<file path="config.mk">
export PLATFORM = sky130hd
export DESIGN_NAME = ntt4_recip
export DESIGN_NICKNAME = d
export VERILOG_FILES = /design/src/rtl/ntt4_pkg.sv /design/src/rtl/ntt4_recip.sv
export SDC_FILE = /design/constraint.sdc
export NUM_CORES = 1
export LEC_CHECK = 0
export BUFFER_PORTS_ARGS = -buffer_cell sky130_fd_sc_hd__buf_2
export CAP_MARGIN = 30
export CORE_MARGIN = 2
export CORE_UTILIZATION = 55
export CTS_BUF_LIST = sky130_fd_sc_hd__clkbuf_8
export DETAILED_ROUTE_END_ITERATION = 10
export PLACE_DENSITY = 0.79
export SYNTH_ARGS = -nofsm -noshare
export SYNTH_HDL_FRONTEND = slang
export SYNTH_SLANG_ARGS = --single-unit
</file>
<file path="constraint.sdc">
create_clock -name clk -period 4.4 [get_ports clk]
set_input_delay 0 -clock clk [delete_from_list [all_inputs] [get_ports clk]]
set_output_delay 0 -clock clk [all_outputs]
set_load 0.05 [all_outputs]
</file>
<file path="src/rtl/ntt4_pkg.sv">
// shared types, constants and reset values for the radix-4 ntt butterfly core
package ntt4_pkg;

  typedef logic [30:0] residue_t;

  // default modulus and floor(2^62 / modulus) that goes with it
  localparam residue_t   PRIME_RESET = 31'd2013265921;
  localparam logic [61:0] MU_RESET   = 62'(64'h4000_0000_0000_0000 / 64'd2013265921);

  // reciprocal division produces quotient bits 61 down to 0
  localparam int unsigned RECIP_STEPS = 62;
  localparam logic [5:0]  RECIP_CNT_INIT = 6'(RECIP_STEPS - 1);

  // pipeline timing: accept edge to done cycle
  localparam int unsigned LATENCY = 14;
  // delay from the first compute stage to the combine stage
  localparam int unsigned UDLY = 7;
  // position in the tag pipeline where mode steers the combine stage
  localparam int unsigned SM_IDX = 8;

  typedef struct packed {
    logic     mode;
    residue_t in_a;
    residue_t in_b;
    residue_t in_c;
    residue_t in_d;
    residue_t twiddle;
    logic     last_group;
  } cmd_t;

  typedef struct packed {
    residue_t out_a;
    residue_t out_b;
    residue_t out_c;
    residue_t out_d;
    logic     out_last;
  } res_t;

  typedef struct packed {
    residue_t    prime;
    logic [61:0] mu;
    logic        trivial;
  } mod_cfg_t;

  typedef struct packed {
    logic        neg;
    logic [32:0] mag;
  } smag_t;

  typedef struct packed {
    logic signed [31:0] u;
    smag_t              sum;
    smag_t              alt;
  } dly_t;

endpackage

</file>
<file path="src/rtl/ntt4_recip.sv">
// prime register and bit-serial reciprocal division for barrett reduction
module ntt4_recip import ntt4_pkg::*; (
  input  logic     clk,
  input  logic     rst,
  input  logic     cfg_we,
  input  residue_t cfg_wdata,
  output mod_cfg_t mod_cfg,
  output logic     busy
);

  logic        running;
  logic [5:0]  cnt;
  residue_t    rem;
  logic [31:0] rem2;
  logic [31:0] rem_diff;
  logic        qbit;

  assign rem2     = {rem, 1'b0};
  assign rem_diff = rem2 - {1'b0, mod_cfg.prime};
  assign qbit     = (rem2 >= {1'b0, mod_cfg.prime});
  assign busy     = running;

  always_ff @(posedge clk) begin
    if (rst) begin
      mod_cfg.prime   <= PRIME_RESET;
      mod_cfg.mu      <= MU_RESET;
      mod_cfg.trivial <= 1'b0;
      running         <= 1'b0;
      cnt             <= '0;
    end else if (cfg_we) begin
      mod_cfg.prime   <= cfg_wdata;
      mod_cfg.trivial <= (cfg_wdata[30:1] == '0);
      running         <= 1'b1;
      cnt             <= RECIP_CNT_INIT;
      rem             <= 31'd1;
    end else if (running) begin
      mod_cfg.mu <= {mod_cfg.mu[60:0], qbit};
      rem        <= qbit ? rem_diff[30:0] : rem2[30:0];
      if (cnt == '0) begin
        running <= 1'b0;
      end else begin
        cnt <= cnt - 6'd1;
      end
    end
  end

  a_write_busy: assert property (@(posedge clk) disable iff (rst) cfg_we |=> busy)
    else $error("reciprocal division did not start after prime write");

  a_div_end: assert property (@(posedge clk) disable iff (rst)
    (running && !cfg_we && cnt == '0) |=> !busy)
    else $error("reciprocal division overran its step count");

  a_cfg_hold: assert property (@(posedge clk) disable iff (rst)
    (!running && !cfg_we) |=> $stable(mod_cfg))
    else $error("modulus settings changed while idle");

endmodule

</file>
Yosys cells after proc, flatten, opt, wreduce, memory -nomap -nowiden
Index checks and enable logic that the tools add are counted.

Output and inout bits: 95. Word-level logic and storage cells: 30. Flip-flop bits (word level): 132. Bits of input ports: 34.

Reduce and logical (&&, ||, !) cells: 8. Bitwise operators: 3. $add $sub $neg: 2. Multiplexer cells: 8. Eq/ne operators: 1. Magnitude comparators: 1.

Operator list (count): two-way mux 31 bit (2); >= comparator 32 x 31 -> 1 bit (1); subtractor 31 bit (1); logical NOT 30 bit (1); two-way mux 6 bit (3); AND reduction 2 bit (4); logical NOT 6 bit (1); subtractor 6 x 1 -> 6 bit, second input constant (1); two-way mux 1 bit (3); NOT 1 bit (3); != test 2 bit, second input constant (1); nonzero test 2 bit (1); OR reduction 2 bit (1).

Depth between registers and ports, before layout
Depth in word-level cells: 4. Depth in mapped cells: 13. Gate-level depth less buffers: 10.

Worst setup path after synthesis
OpenSTA, ideal clock, no wires.

Path type: register to register. Start: register mod_cfg[63] in the netlist's numbering. End: register rem[22], data pin. Clock period less this slack: 3126 ps. Data arrival time: 2865 ps. Buffers on the path: 1. Library setup time: 261 ps. Stages on the path, launching flop included: 12. Slack: 1274 ps. Required time: 4139 ps. Cells stage by stage: dfxtp_1 > inv_1 > fa_1 > a211oi_2 > o21ai_1 > a21oi_2 > a2111oi_2 > nor4_2 > and2_4 > buf_6 > nor4b_1 > a311o_1.

Longest elaborated chain between the ends: 3. Elaborated cells on any way between the ends: 4. Classes of those cells: add/sub (1); order compare (1); mux (2).

RTL lines: start, declared (RTL line ntt4_recip.sv:7) `output mod_cfg_t mod_cfg,`; subtractor 31 bit / >= comparator 32 x 31 -> 1 bit (equally long branches) (RTL line ntt4_recip.sv:19, ntt4_recip.sv:20); two-way mux 31 bit * (RTL line ntt4_recip.sv:38) `rem <= qbit ? rem_diff[30:0] : rem2[30:0];`; two-way mux 31 bit * (RTL line ntt4_recip.sv:36) `end else if (running) begin`; end signal, assigned (RTL line ntt4_recip.sv:38); end, declared (RTL line ntt4_recip.sv:13) `residue_t rem;`.

Every way passes the cells marked *; elsewhere a longest branch is shown, timed or not. The select of a mux whose other input is x is not followed. A chain may end at the register's enable or synchronous reset.

Final worst setup path
Start: register mod_cfg[63] in the netlist's numbering. End: register rem[4], data pin.

Same word-level chain as after synthesis.

==> flow_summary.toml <==
[place]
hpwlAfterDp_um = 11100
gp_congestion = 0.889
buffer_ports.inserted = 128

[power_and_ir_drop]
total_switching_power_uw = 1090
p_sw_frac = 0.337
internal_power_uw = 2150
p_per_area_nw_per_um2 = 391
share_seq_of_total_power = 0.420
power.static_leakage_uw = 0.00355
worst_ir_drop_vdd_uv = 262
clock_power_share = 0.313
combinationalPowerShare = 0.266

[sta]
period_needed_ns = 3.40
fmaxAchievable_mhz = 294
max_slew_margin = 0.497
layout_worst_path_cycle_share = 0.773
final_report_hold_violation_count = 0
timing.hold.ws_ns = 0.0661
worst_slew_pin_slew_ns = 0.745
setup-violations-final = 0
report.final.slew_viol_count = 0
grt_setup_unrepaired = "false"
setup-tns-final_ns = 0
clock_skew_ns = 0.0127

[final_layout]
final_layout_size_suffix_gt1_frac = 0.178
mostFrequentLayoutCell = "sky130_fd_sc_hd__nand2_1"
antenna-diode-count = 0
fill_cells = 1075
area_growth_syn_to_layout_pct = 20.1
number_of_nets_in_the_layout = 1050
multiInputGateArea_sq_um = 3580
final_cell_mix = "sky130_fd_sc_hd__nand2_1 (192), sky130_fd_sc_hd__buf_2 (127), sky130_fd_sc_hd__a21oi_1 (101), sky130_fd_sc_hd__dfxtp_1 (101), sky130_fd_sc_hd__nor2_1 (76)"
ff_latch_area_sq_um = 2950

[worst_setup_path]
worst-endpoint-arrival_ns = 3.61
timing.critical_path.from_type = "register"
crit_required_ns = 4.61
end_kind = "register"
critical_path_fanout_max = 20
crit_path_class = "reg -> reg"

[global_route]
gr-usage-all-layers = 0.261
maximum_number_of_pins_on_one_net_before_global_route_repair = 62
global_route_wire_length_before_repair_um = 27700
via_count_of_the_first_global_routing_pass = 5973
globalRouteOverflowTotal = 0
initial_antenna_violation_count = 0

[yosys]
syn_inst = 849
ys.warnings.count = 0
ys_ff_latch = 132
synth_top_area_cell = "sky130_fd_sc_hd__dfxtp_1"
dominantRegCellSynth = "sky130_fd_sc_hd__dfxtp_1"
synthDominantCellAreaShare = 0.293
synth.avg_cell_area_sq_um = 8.12
async_reset_ff_frac = 0
synth_nets = 917
sequential_share_of_the_synthesized_area = 0.428
cell_area_after_synthesis_sq_um = 6890
ys_top_cells_by_area = "sky130_fd_sc_hd__dfxtp_1 (29%), sky130_fd_sc_hd__edfxtp_1 (14%), sky130_fd_sc_hd__nand2_1 (10%)"
netlist-cell-type-count = 61
synth_enable_flop_cells = 31

[route]
detailedRoute.firstIterationViolations = 321
antenna_left = 0
detail_route.drc_violations = 0
num_vias = 6339
first_pass_iters = 5
wl_per_cell_um = 14.4
overall_routed_net_length_um = 16800
route.detailed.vias_per_inst = 5.46

[floorplan]
coreArea_sq_um = 12100
boundaryPins = 129
floorplan.rows = 40
y_dimension_of_the_die_um = 116
dieArea_sq_um = 13400
die_width_um = 116
initial_core_util = 0.569

[clock_tree]
clk-insertion-delay-late_ns = 0.48
clk_root_buffer_cell = "sky130_fd_sc_hd__clkbuf_8"
cts_num_sinks = 132
clk_pin_slew_worst_paths_ns = 0.08
tritoncts_clock_tree = "built"
cts_max_level = 4
inserted_clock_buffers = 17
cts-root-to-sink-buffers = 2

[hold_path]
hold_path_class = "in -> reg"

[run_status]
status = "completed"

[job]
maximum_capacitance_violations = 0
state kept, by name (all words and copies together) (netlist names):
signal and count:
busy 1, cnt 6, mod_cfg 94, rem 31
Yosys cell counts (4+ instances only):
master / count
sky130_fd_sc_hd__inv_1: 41
sky130_fd_sc_hd__o21a_1: 5
sky130_fd_sc_hd__edfxtp_1: 31
sky130_fd_sc_hd__xnor2_1: 17
sky130_fd_sc_hd__ha_1: 33
sky130_fd_sc_hd__nand4_1: 5
sky130_fd_sc_hd__nor4_1: 7
sky130_fd_sc_hd__xor2_1: 9
sky130_fd_sc_hd__o21ai_1: 4
sky130_fd_sc_hd__o21bai_1: 4
sky130_fd_sc_hd__clkbuf_1: 37
sky130_fd_sc_hd__a31oi_1: 7
sky130_fd_sc_hd__mux2i_1: 26
sky130_fd_sc_hd__dfxtp_1: 101
sky130_fd_sc_hd__nor2_1: 77
sky130_fd_sc_hd__and3_1: 5
sky130_fd_sc_hd__a21oi_1: 101
sky130_fd_sc_hd__o211ai_1: 10
sky130_fd_sc_hd__buf_2: 9
sky130_fd_sc_hd__nor3_1: 7
sky130_fd_sc_hd__and2_1: 4
sky130_fd_sc_hd__o21ai_0: 23
sky130_fd_sc_hd__nand3_1: 20
sky130_fd_sc_hd__nor2b_1: 5
sky130_fd_sc_hd__nand2_1: 192
sky130_fd_sc_hd__a211oi_1: 8
sky130_fd_sc_hd__a21o_1: 10
power by group through the flow:
stage	sequential, uW	combinational, uW	clock, uW
2_1_floorplan	1490	555	0
3_3_place_gp	1390	821	0
3_5_place_dp	1390	828	0
4_1_cts	1360	855	1020
5_1_grt	1370	956	1070
6_report	1360	862	1020
metrics by stage:
step,power (uW),setup WS (ns),util,instances,instance area [sq um]
after global routing,3400,0.703,0.684,1162,8280
final,3240,0.999,0.684,1162,8280
after global placement,2210,1.15,0.627,1100,7590
after floorplan,2040,1.27,-,849,6890
after detailed placement,2220,1.06,0.627,1100,7590
after CTS,3240,1.02,0.684,1162,8280
repair_timing:
item / in CTS / in global routing
resized for setup: 0 / 0
setup endpoints to repair: 0 / 0
hold buffers: 31 / 0
endpoints found under the hold margin: 32 / 0
buffers inserted: 0 / 0
worst paths after layout:
check	slack [ns]	cells after the start	to	from
hold / removal	0.07	2	cnt[4]	rst
setup reg to reg	1.0	11	rem[4]	mod_cfg[63]
setup / recovery	1.0	11	rem[4]	mod_cfg[63]
hold reg to reg	0.46	2	mod_cfg[0]	mod_cfg[0]
worst max-delay path, stage by stage, from the launching register on:
cell	delay, ns
sky130_fd_sc_hd__dfxtp_1	0.37
sky130_fd_sc_hd__inv_1	0.11
sky130_fd_sc_hd__fa_1	0.51
sky130_fd_sc_hd__a211oi_2	0.33
sky130_fd_sc_hd__o21ai_1	0.15
sky130_fd_sc_hd__a21oi_2	0.22
sky130_fd_sc_hd__a2111oi_2	0.10
sky130_fd_sc_hd__nor4_2	0.24
sky130_fd_sc_hd__nand2_1	0.49
sky130_fd_sc_hd__buf_4	0.40
sky130_fd_sc_hd__o211ai_1	0.12
sky130_fd_sc_hd__a21oi_1	0.09
layer usage:
layer | track usage | routed length [um] | vias to the layer above
met1 | 0.322 | 7460 | 2960
met5 | 0 | 0 | -
li1 | - | - | 3170
met2 | 0.425 | 7660 | 177
met3 | 0.0884 | 1320 | 32
met4 | 0.0960 | 319 | 0
cells by family (layout without fill, tap and decap cells):
| kind of cell | Yosys count | in the layout | synth area share |
|---|---|---|---|
| xor+xnor | 26 | 26 | 0.0330 |
| compound gates | 195 | 195 | 0.170 |
| mux | 26 | 26 | 0.0377 |
| buf+inv | 92 | 237 | 0.0535 |
| flops | 132 | 132 | 0.428 |
| fa+ha+maj | 34 | 34 | 0.0628 |
| simple gates | 344 | 344 | 0.215 |
cell type report:
class                   instances  share of cell area
inverters                      41              0.0186
clock buffers                  18              0.0299
repair buffers                165               0.121
clock inverters                13              0.0160
multi-input cells             625               0.433
well taps                     168              0.0254
flip-flops and latches        132               0.357
(Power assumes the default switching activity.)
