## src/rtl/ntt4_pkg.sv

```systemverilog
// shared types, constants and reset values for the radix-4 ntt butterfly core
package ntt4_pkg;

  typedef logic [30:0] residue_t;

  // default modulus and floor(2^62 / modulus) that goes with it
  localparam residue_t   PRIME_RESET = 31'd2013265921;
  localparam logic [61:0] MU_RESET   = 62'(64'h4000_0000_0000_0000 / 64'd2013265921);

  // reciprocal division produces quotient bits 61 down to 0
  localparam int unsigned RECIP_STEPS = 62;
  localparam logic [5:0]  RECIP_CNT_INIT = 6'(RECIP_STEPS - 1);

  // pipeline timing: accept edge to done cycle
  localparam int unsigned LATENCY = 14;
  // delay from the first compute stage to the combine stage
  localparam int unsigned UDLY = 7;
  // position in the tag pipeline where mode steers the combine stage
  localparam int unsigned SM_IDX = 8;

  typedef struct packed {
    logic     mode;
    residue_t in_a;
    residue_t in_b;
    residue_t in_c;
    residue_t in_d;
    residue_t twiddle;
    logic     last_group;
  } cmd_t;

  typedef struct packed {
    residue_t out_a;
    residue_t out_b;
    residue_t out_c;
    residue_t out_d;
    logic     out_last;
  } res_t;

  typedef struct packed {
    residue_t    prime;
    logic [61:0] mu;
    logic        trivial;
  } mod_cfg_t;

  typedef struct packed {
    logic        neg;
    logic [32:0] mag;
  } smag_t;

  typedef struct packed {
    logic signed [31:0] u;
    smag_t              sum;
    smag_t              alt;
  } dly_t;

endpackage

```

## src/rtl/ntt4_red_tail.sv

```systemverilog
// barrett tail: subtract quotient times prime, one correction, sign fold, zero for a trivial modulus
module ntt4_red_tail import ntt4_pkg::*; (
  input  logic        clk,
  input  mod_cfg_t    mod_cfg,
  input  logic [31:0] x_lo,
  input  logic [31:0] q,
  input  logic        neg,
  output residue_t    res
);

  logic [62:0] qm_full;
  logic [31:0] qm;
  logic [31:0] x1;
  logic        n1;
  logic [31:0] r;
  logic [31:0] r_sub;
  residue_t    r1;
  logic        n2;

  assign qm_full = {31'd0, q} * {32'd0, mod_cfg.prime};

  always_ff @(posedge clk) begin
    qm <= qm_full[31:0];
    x1 <= x_lo;
    n1 <= neg;
  end

  // remainder estimate is below twice the prime
  assign r     = x1 - qm;
  assign r_sub = r - {1'b0, mod_cfg.prime};

  always_ff @(posedge clk) begin
    r1 <= (r >= {1'b0, mod_cfg.prime}) ? r_sub[30:0] : r[30:0];
    n2 <= n1;
  end

  always_ff @(posedge clk) begin
    if (mod_cfg.trivial) begin
      res <= '0;
    end else if (n2 && (r1 != '0)) begin
      res <= mod_cfg.prime - r1;
    end else begin
      res <= r1;
    end
  end

endmodule

```

## src/rtl/ntt4_red_small.sv

```systemverilog
// reduction of a signed value below 2^33 in magnitude
module ntt4_red_small import ntt4_pkg::*; (
  input  logic     clk,
  input  mod_cfg_t mod_cfg,
  input  smag_t    val,
  output residue_t res
);

  logic [32:0] mu2;
  logic [65:0] p1;
  logic [31:0] x1;
  logic        n1;

  // floor(2^33 / prime) taken from the wide reciprocal
  assign mu2 = mod_cfg.mu[61:29];

  always_ff @(posedge clk) begin
    p1 <= {33'd0, val.mag} * {33'd0, mu2};
    x1 <= val.mag[31:0];
    n1 <= val.neg;
  end

  ntt4_red_tail u_tail (
    .clk     (clk),
    .mod_cfg (mod_cfg),
    .x_lo    (x1),
    .q       (p1[64:33]),
    .neg     (n1),
    .res     (res)
  );

endmodule

```

## config.mk

```make
export PLATFORM = sky130hd
export DESIGN_NAME = ntt4_red_small
export DESIGN_NICKNAME = d
export VERILOG_FILES = /design/src/rtl/ntt4_pkg.sv /design/src/rtl/ntt4_red_tail.sv /design/src/rtl/ntt4_red_small.sv
export SDC_FILE = /design/constraint.sdc
export NUM_CORES = 2
export LEC_CHECK = 0
export BUFFER_PORTS_ARGS = -buffer_cell sky130_fd_sc_hd__buf_2
export CORE_AREA = 2 2 491 493
export CTS_CLUSTER_SIZE = 14
export DETAILED_ROUTE_END_ITERATION = 6
export DIE_AREA = 0 0 493 495
export GPL_ROUTABILITY_DRIVEN = 0
export PLACE_DENSITY = 0.47
export RECOVER_POWER = 100
export SYNTH_ARGS = -nofsm -noshare
export SYNTH_HDL_FRONTEND = slang
export SYNTH_SLANG_ARGS = --single-unit
```

## constraint.sdc

```tcl
create_clock -name clk -period 13.1 [get_ports clk]
set_clock_uncertainty 0.15 [all_clocks]
set_input_delay 3.93 -clock clk [delete_from_list [all_inputs] [get_ports clk]]
set_output_delay 3.93 -clock clk [all_outputs]
set_load 0.02 [all_outputs]
```

* Yosys cells after proc, flatten, opt, wreduce, memory -nomap -nowiden *
Index checks and enable logic that the tools add are counted.

cells by class
  $add $sub $neg = 3
  multipliers = 2
  $lt $le $gt $ge = 1
  muxes and demuxes = 2
  reductions and logical operators = 2

operators by type and width
  operator             number
  $mul A33 B33 Y65     1
  $mux W31             2
  $sub A31 B31 Y31     2
  $ge A32 B31 Y1       1
  $mul A32 B31 Y32     1
  $sub A32 B32 Y32     1
  $reduce_bool A31 Y1  1
  $logic_and A1 B1 Y1  1

storage, ports and cells
  register bits after elaboration = 226
  word-level logic and storage cells = 19

* Longest topological paths before layout *
  depth in word-level cells = 3
  mapped depth = 29
  depth with buffers taken out = 28

* Hierarchy *
Synthesis repeated with hierarchy kept, for this count alone.

unflattened totals
  cells, all modules = 6,557
  area, all modules = 59,270.6 um^2

modules (own cells, without submodules)
  module          times used  cells each  area an instance (um^2)  sequential area each (um^2)
  ntt4_red_small  1           3,881       35,462.8                 1,301.2
  ntt4_red_tail   1           2,676       23,807.8                 2,562.5

* Worst setup path after synthesis *
OpenSTA, ideal clock, no wires.

  kind = input-to-reg
  from = input port mod_cfg[30] (netlist bit)
  to = register p1[56]
  setup time = 127 ps
  arrival = 10,862 ps
  required time = 12,823 ps
  setup slack = 1,961 ps
  cell stages on the path = 27
  path buffers = 1
  cell sequence = clkbuf_1 -> and2_1 -> fa_1 -> inv_1 -> fa_1 -> inv_1 -> fa_1 -> inv_1 -> fa_1 -> inv_1 -> fa_1 -> fa_1 -> fa_1 -> inv_1 -> fa_1 -> inv_1 -> ha_1 -> a21oi_1 -> o211ai_1 -> o2bb2ai_1 -> or4_1 -> o2111ai_1 -> a311oi_1 -> o211ai_1 -> a21oi_1 -> o32a_1 -> xor2_1

between the ends
  word-level cells in the longest chain between the ends = 1

ends and longest elaborated chain
  element               RTL line              text
  start, declared       ntt4_red_small.sv:4   input mod_cfg_t mod_cfg,
  $mul A33 B33 Y65      ntt4_red_small.sv:18  p1 <= {33'd0, val.mag} * {33'd0, mu2};
  end signal, assigned  ntt4_red_small.sv:18
  end, declared         ntt4_red_small.sv:10  logic [65:0] p1;

Every way passes these cells.
A chain may end at the register's enable or synchronous reset.

* Final worst setup path *
  from = input port val[8] (netlist bit)
  to = register p1[56]

between the ends
  word-level cells in the longest chain between the ends = 1

ends and longest elaborated chain
  element           RTL line              text
  start, declared   ntt4_red_small.sv:5   input smag_t val,
  $mul A33 B33 Y65  ntt4_red_small.sv:18

Every way passes these cells.

==> flow_summary.html <==
<table>
<tr><th>Metric</th><th>Value</th></tr>
<tr><th colspan="2">Worst setup path</th></tr>
<tr><td>Most repeated library cell on the critical path</td><td>sky130_fd_sc_hd__fa_1</td></tr>
<tr><td>Startpoint-to-endpoint class of the critical path</td><td>primary input to flop</td></tr>
<tr><td>R2R setup slack</td><td>4.77 ns</td></tr>
<tr><td>Startpoint type of the worst setup path</td><td>primary input</td></tr>
<tr><td>Largest fanout on the critical path</td><td>24</td></tr>
<tr><td>Largest stage delay on the critical path</td><td>1.37 ns</td></tr>
<tr><td>FF-to-FF End</td><td>u_tail.qm[31]$_DFF_P_</td></tr>
<tr><td>Crit. Startpoint</td><td>val[8]</td></tr>
<tr><td>Number of cell instances on the worst register-to-register path</td><td>27</td></tr>
<tr><td>Beginning of the worst register-to-register path</td><td>p1[48]$_DFF_P_</td></tr>
<tr><td>Kind of capture point of the worst setup path</td><td>flop</td></tr>
<tr><td>WP data required</td><td>13.34 ns</td></tr>
<tr><td>Worst Path Arrival</td><td>approximately 13 ns</td></tr>
<tr><td>Worst setup endpoint</td><td>p1[56]$_DFF_P_</td></tr>
<tr><td>Slowest stage cell, crit path</td><td>sky130_fd_sc_hd__clkbuf_1</td></tr>
<tr><th colspan="2">Final layout</th></tr>
<tr><td>Final design area excluding fillers</td><td>63900 µm²</td></tr>
<tr><td>Ratio of cells with drive above 1 in the final layout</td><td>about 3.3%</td></tr>
<tr><td>Net count, final</td><td>8593</td></tr>
<tr><td>Synthesis-to-finish area growth</td><td>7.60%</td></tr>
<tr><td>Fillers</td><td>26000</td></tr>
<tr><th colspan="2">Timing</th></tr>
<tr><td>Slew @ Worst Pin</td><td>2.09 ns</td></tr>
<tr><td>Final critical-path share of the clock period</td><td>94.9%</td></tr>
<tr><td>Worst Setup Slack, final</td><td>0.674 ns</td></tr>
<tr><td>Number of pins exceeding their max-slew limit in the final report</td><td>170</td></tr>
<tr><td>Normalized max-slew margin</td><td>-39.5%</td></tr>
<tr><td>Final setup fails</td><td>0</td></tr>
<tr><td>Post-Route Hold Slack</td><td>0.180 ns</td></tr>
<tr><td>Max Clock Freq</td><td>0.0805 GHz</td></tr>
<tr><td>Final total negative setup slack</td><td>0 ns</td></tr>
<tr><td>RSZ-0062 raised after global routing</td><td>false</td></tr>
<tr><td>Min Clock Period, post-route</td><td>12.43 ns</td></tr>
<tr><td>Final hold vios</td><td>0</td></tr>
<tr><th colspan="2">Routing</th></tr>
<tr><td>Number of DRC markers in iteration 0</td><td>between 2000 and 3000</td></tr>
<tr><td>DRC</td><td>48</td></tr>
<tr><td>Final ANT Viol Nets</td><td>0</td></tr>
<tr><td>Vias per cell</td><td>around 4.4</td></tr>
<tr><td>DRT Pass-1 Iters</td><td>7</td></tr>
<tr><td>DR vias</td><td>43600</td></tr>
<tr><td>Routed wirelength normalized by instance count</td><td>about 19 µm</td></tr>
<tr><td>Total wire length after detailed routing</td><td>185000 µm</td></tr>
<tr><th colspan="2">Logic synthesis</th></tr>
<tr><td>Post-synthesis async set-or-reset flop share</td><td>0%</td></tr>
<tr><td>Sequential share of the synthesized area</td><td>about 6.5%</td></tr>
<tr><td>Number of distinct library cells after synthesis</td><td>69</td></tr>
<tr><td>Synth Area in Simple Gates</td><td>16.0%</td></tr>
<tr><td>Net count after synthesis</td><td>8676</td></tr>
<tr><td>Synthesized instance count</td><td>6712</td></tr>
<tr><td>Netlist area before placement</td><td>59400 µm²</td></tr>
<tr><td>Synthesized area divided by synthesized cell count</td><td>8.85 µm²</td></tr>
<tr><td>Yosys warns</td><td>0</td></tr>
<tr><td>Count of flip-flops with a built-in enable after synthesis</td><td>0</td></tr>
<tr><td>Proportion of synthesized area in mux cells</td><td>less than 1%</td></tr>
<tr><td>Total of flip-flops plus latches after synthesis</td><td>193</td></tr>
<tr><td>Main combinational cell family by area after synthesis</td><td>adder cells</td></tr>
<tr><td>Arithmetic-cell share of the synthesized area counting full adders, half adders and majority gates</td><td>55.9%</td></tr>
<tr><td>Compound-Gate Fraction of Synth Area</td><td>5.31%</td></tr>
<tr><td>Xor and xnor area share after synthesis</td><td>approximately 2.8%</td></tr>
<tr><td>Most instantiated flip-flop cell in the synthesis netlist</td><td>sky130_fd_sc_hd__dfxtp_1</td></tr>
<tr><th colspan="2">Floorplanning</th></tr>
<tr><td>Chip height</td><td>a little under 500 µm</td></tr>
<tr><td>Placement Rows</td><td>180</td></tr>
<tr><td>Initial Utilization</td><td>24.8%</td></tr>
<tr><td>Placeable core region</td><td>239000 µm²</td></tr>
<tr><td>Die footprint</td><td>between 200000 and 250000 µm²</td></tr>
<tr><td>Horizontal die dimension</td><td>between 400 and 500 µm</td></tr>
<tr><td>I/O Pins</td><td>160</td></tr>
<tr><th colspan="2">GRT</th></tr>
<tr><td>Via count of the first global-routing pass</td><td>47600</td></tr>
<tr><td>Largest net degree at the start of global routing</td><td>39</td></tr>
<tr><td>Overflow left after global routing</td><td>0</td></tr>
<tr><td>M3 GR Usage</td><td>2.41%</td></tr>
<tr><td>Antenna violations before repair</td><td>23</td></tr>
<tr><td>Global routing met1 resource utilization</td><td>between 20% and 30%</td></tr>
<tr><td>Busiest layer in global routing</td><td>met2</td></tr>
<tr><td>Total routing usage reported by global routing</td><td>about 15%</td></tr>
<tr><td>First-pass GRT wire length</td><td>289000 µm</td></tr>
<tr><td>GR Util met2</td><td>between 20% and 30%</td></tr>
<tr><th colspan="2">Run</th></tr>
<tr><td>Max-capacitance violation count</td><td>10</td></tr>
<tr><th colspan="2">Clock tree</th></tr>
<tr><td>Postcts setup bufs</td><td>0</td></tr>
<tr><td>Clock root cell</td><td>sky130_fd_sc_hd__clkbuf_16</td></tr>
<tr><td>Clock-pin slew of the registers on the worst-case setup and hold paths</td><td>0.08 ns</td></tr>
<tr><td>Clock Latency Late Sink</td><td>0.52 ns</td></tr>
<tr><td>Deepest level of the CTS H-tree</td><td>4</td></tr>
<tr><td>Sink count of the clock tree</td><td>193</td></tr>
<tr><td>Maximum clock insertion buffer count</td><td>2</td></tr>
<tr><td>Post-cts resize count</td><td>0</td></tr>
<tr><td>Clock tree from TritonCTS</td><td>built</td></tr>
<tr><td>Hold-fix buffer count after cts</td><td>0</td></tr>
<tr><td>Number of buffers created by CTS</td><td>17</td></tr>
<tr><th colspan="2">Status</th></tr>
<tr><td>Run status</td><td>finished, violations left</td></tr>
<tr><td>Failing checks</td><td>DRC, capacitance limit, slew limit</td></tr>
<tr><th colspan="2">Min path</th></tr>
<tr><td>Class of the tightest hold or removal check</td><td>flop to flop</td></tr>
<tr><th colspan="2">Placement</th></tr>
<tr><td>Detailed placement HPWL</td><td>between 100000 and 150000 µm</td></tr>
<tr><td>Worst setup slack after placement</td><td>0.746 ns</td></tr>
<tr><td>Count of port buffers added during placement</td><td>130</td></tr>
<tr><td>Area post-placement</td><td>63400 µm²</td></tr>
</table>
[cell families after synthesis]
logic type / Yosys count
buffers and inverters: 1974
AOI/OAI and AO/OA: 490
muxes: 33
and+or+nand+nor: 1995
xor gates and xnor gates: 192
DFF: 193
adders and majority gates: 1835
[synthesized netlist by cell type, types with 19 or more instances]
cell | n | area (µm²)
sky130_fd_sc_hd__a21o_1 | 61 | 458
sky130_fd_sc_hd__a21oi_1 | 176 | 881
sky130_fd_sc_hd__and2_1 | 643 | 4020
sky130_fd_sc_hd__clkbuf_1 | 303 | 1140
sky130_fd_sc_hd__dfxtp_1 | 193 | 3860
sky130_fd_sc_hd__fa_1 | 1368 | 27400
sky130_fd_sc_hd__ha_1 | 467 | 5840
sky130_fd_sc_hd__inv_1 | 1658 | 6220
sky130_fd_sc_hd__mux2_4 | 28 | 420
sky130_fd_sc_hd__nand2_1 | 1050 | 3940
sky130_fd_sc_hd__nand2b_1 | 19 | 119
sky130_fd_sc_hd__nand3_1 | 27 | 135
sky130_fd_sc_hd__nand4_1 | 19 | 119
sky130_fd_sc_hd__nor2_1 | 119 | 447
sky130_fd_sc_hd__nor2b_1 | 22 | 138
sky130_fd_sc_hd__nor3_1 | 31 | 155
sky130_fd_sc_hd__o211ai_1 | 23 | 173
sky130_fd_sc_hd__o21a_1 | 26 | 195
sky130_fd_sc_hd__o21ai_0 | 73 | 365
sky130_fd_sc_hd__o21bai_1 | 19 | 143
sky130_fd_sc_hd__xnor2_1 | 149 | 1310
sky130_fd_sc_hd__xor2_1 | 43 | 377
[flip-flops by register name (all words and copies together), names as in the netlist, 31 cells and up]
| name | cells |
|---|---|
| u_tail.res | 31 |
| x1 | 32 |
| u_tail.x1 | 32 |
| p1 | 32 |
| u_tail.r1 | 31 |
| u_tail.qm | 32 |
[routing by layer]
metal | up-vias | part of all wire, %
met3 | 196 | 6.3
met4 | 12 | 1.9
met1 | 22700 | 47
met5 | - | 0.033
li1 | 19400 | -
met2 | 1272 | 44
[stage by stage]
| stage | util [%] | cells |
|---|---|---|
| 6_report | 26.7 | 9837 |
| 5_1_grt | 26.7 | 9832 |
| 4_1_cts | 26.8 | 9827 |
| 3_5_place_dp | 26.5 | 9795 |
| 3_3_place_gp | 26.5 | 9795 |
| 2_1_floorplan | - | 6712 |
[worst min-delay path by stage]
stage                               from               endpoint  slack [ns]  cells after the start
final                     x1[19]$_DFF_P_  u_tail.x1[19]$_DFF_P_        0.18                      0
after global routing      x1[17]$_DFF_P_  u_tail.x1[17]$_DFF_P_        0.19                      0
after CTS                 x1[18]$_DFF_P_  u_tail.x1[18]$_DFF_P_        0.18                      0
after detailed placement  x1[18]$_DFF_P_  u_tail.x1[18]$_DFF_P_        0.16                      0
after global placement    x1[30]$_DFF_P_  u_tail.x1[30]$_DFF_P_        0.16                      0
after floorplan               n1$_DFF_P_      u_tail.n1$_DFF_P_        0.16                      0
[placed cells by master (no fill, tap or decap), types with 7 or more instances in the layout]
cell	n
sky130_fd_sc_hd__nor2b_1	22
sky130_fd_sc_hd__nand2_1	1050
sky130_fd_sc_hd__nand2b_1	19
sky130_fd_sc_hd__nor3_1	31
sky130_fd_sc_hd__clkbuf_1	50
sky130_fd_sc_hd__xor2_1	43
sky130_fd_sc_hd__a21o_1	61
sky130_fd_sc_hd__clkbuf_16	17
sky130_fd_sc_hd__a211oi_1	17
sky130_fd_sc_hd__o21a_1	26
sky130_fd_sc_hd__nand3_1	27
sky130_fd_sc_hd__a211o_1	7
sky130_fd_sc_hd__diode_2	10
sky130_fd_sc_hd__and2_0	7
sky130_fd_sc_hd__or2_2	13
sky130_fd_sc_hd__mux2_1	28
sky130_fd_sc_hd__nor2_1	119
sky130_fd_sc_hd__and2_1	636
sky130_fd_sc_hd__o31ai_1	13
sky130_fd_sc_hd__o21ai_0	74
sky130_fd_sc_hd__xnor2_1	149
sky130_fd_sc_hd__buf_4	77
sky130_fd_sc_hd__nor4_1	16
sky130_fd_sc_hd__nand4_1	19
sky130_fd_sc_hd__inv_1	1658
sky130_fd_sc_hd__fa_1	1368
sky130_fd_sc_hd__ha_1	467
sky130_fd_sc_hd__o21bai_1	19
sky130_fd_sc_hd__dfxtp_1	191
sky130_fd_sc_hd__o211ai_1	23
sky130_fd_sc_hd__and4_1	9
sky130_fd_sc_hd__and3_1	11
sky130_fd_sc_hd__a31oi_1	13
sky130_fd_sc_hd__a21oi_1	176
sky130_fd_sc_hd__buf_2	85
[layout make-up]
class                   count  area, µm²  area share [%]
diodes                     10       25.0          0.0392
clock buffers              17        425           0.666
clock inverters            15        190           0.298
inverters                1658       6220            9.74
multi-input cells        4545      48000            75.0
flip-flops and latches    193       3870            6.05
well taps                3185       3990            6.24
repair buffers            214       1230            1.93
[critical path, delay by kind of cell]
kind            cells  cell delay [ns]
fa+ha+maj           9             4.30
buf+inv             6             1.78
xor+xnor            1             0.15
compound gates      8             1.78
simple gates        2             0.71
Power is not shown: default switching activity piles up to over one toggle a cycle in this logic, so the estimate is an artifact.
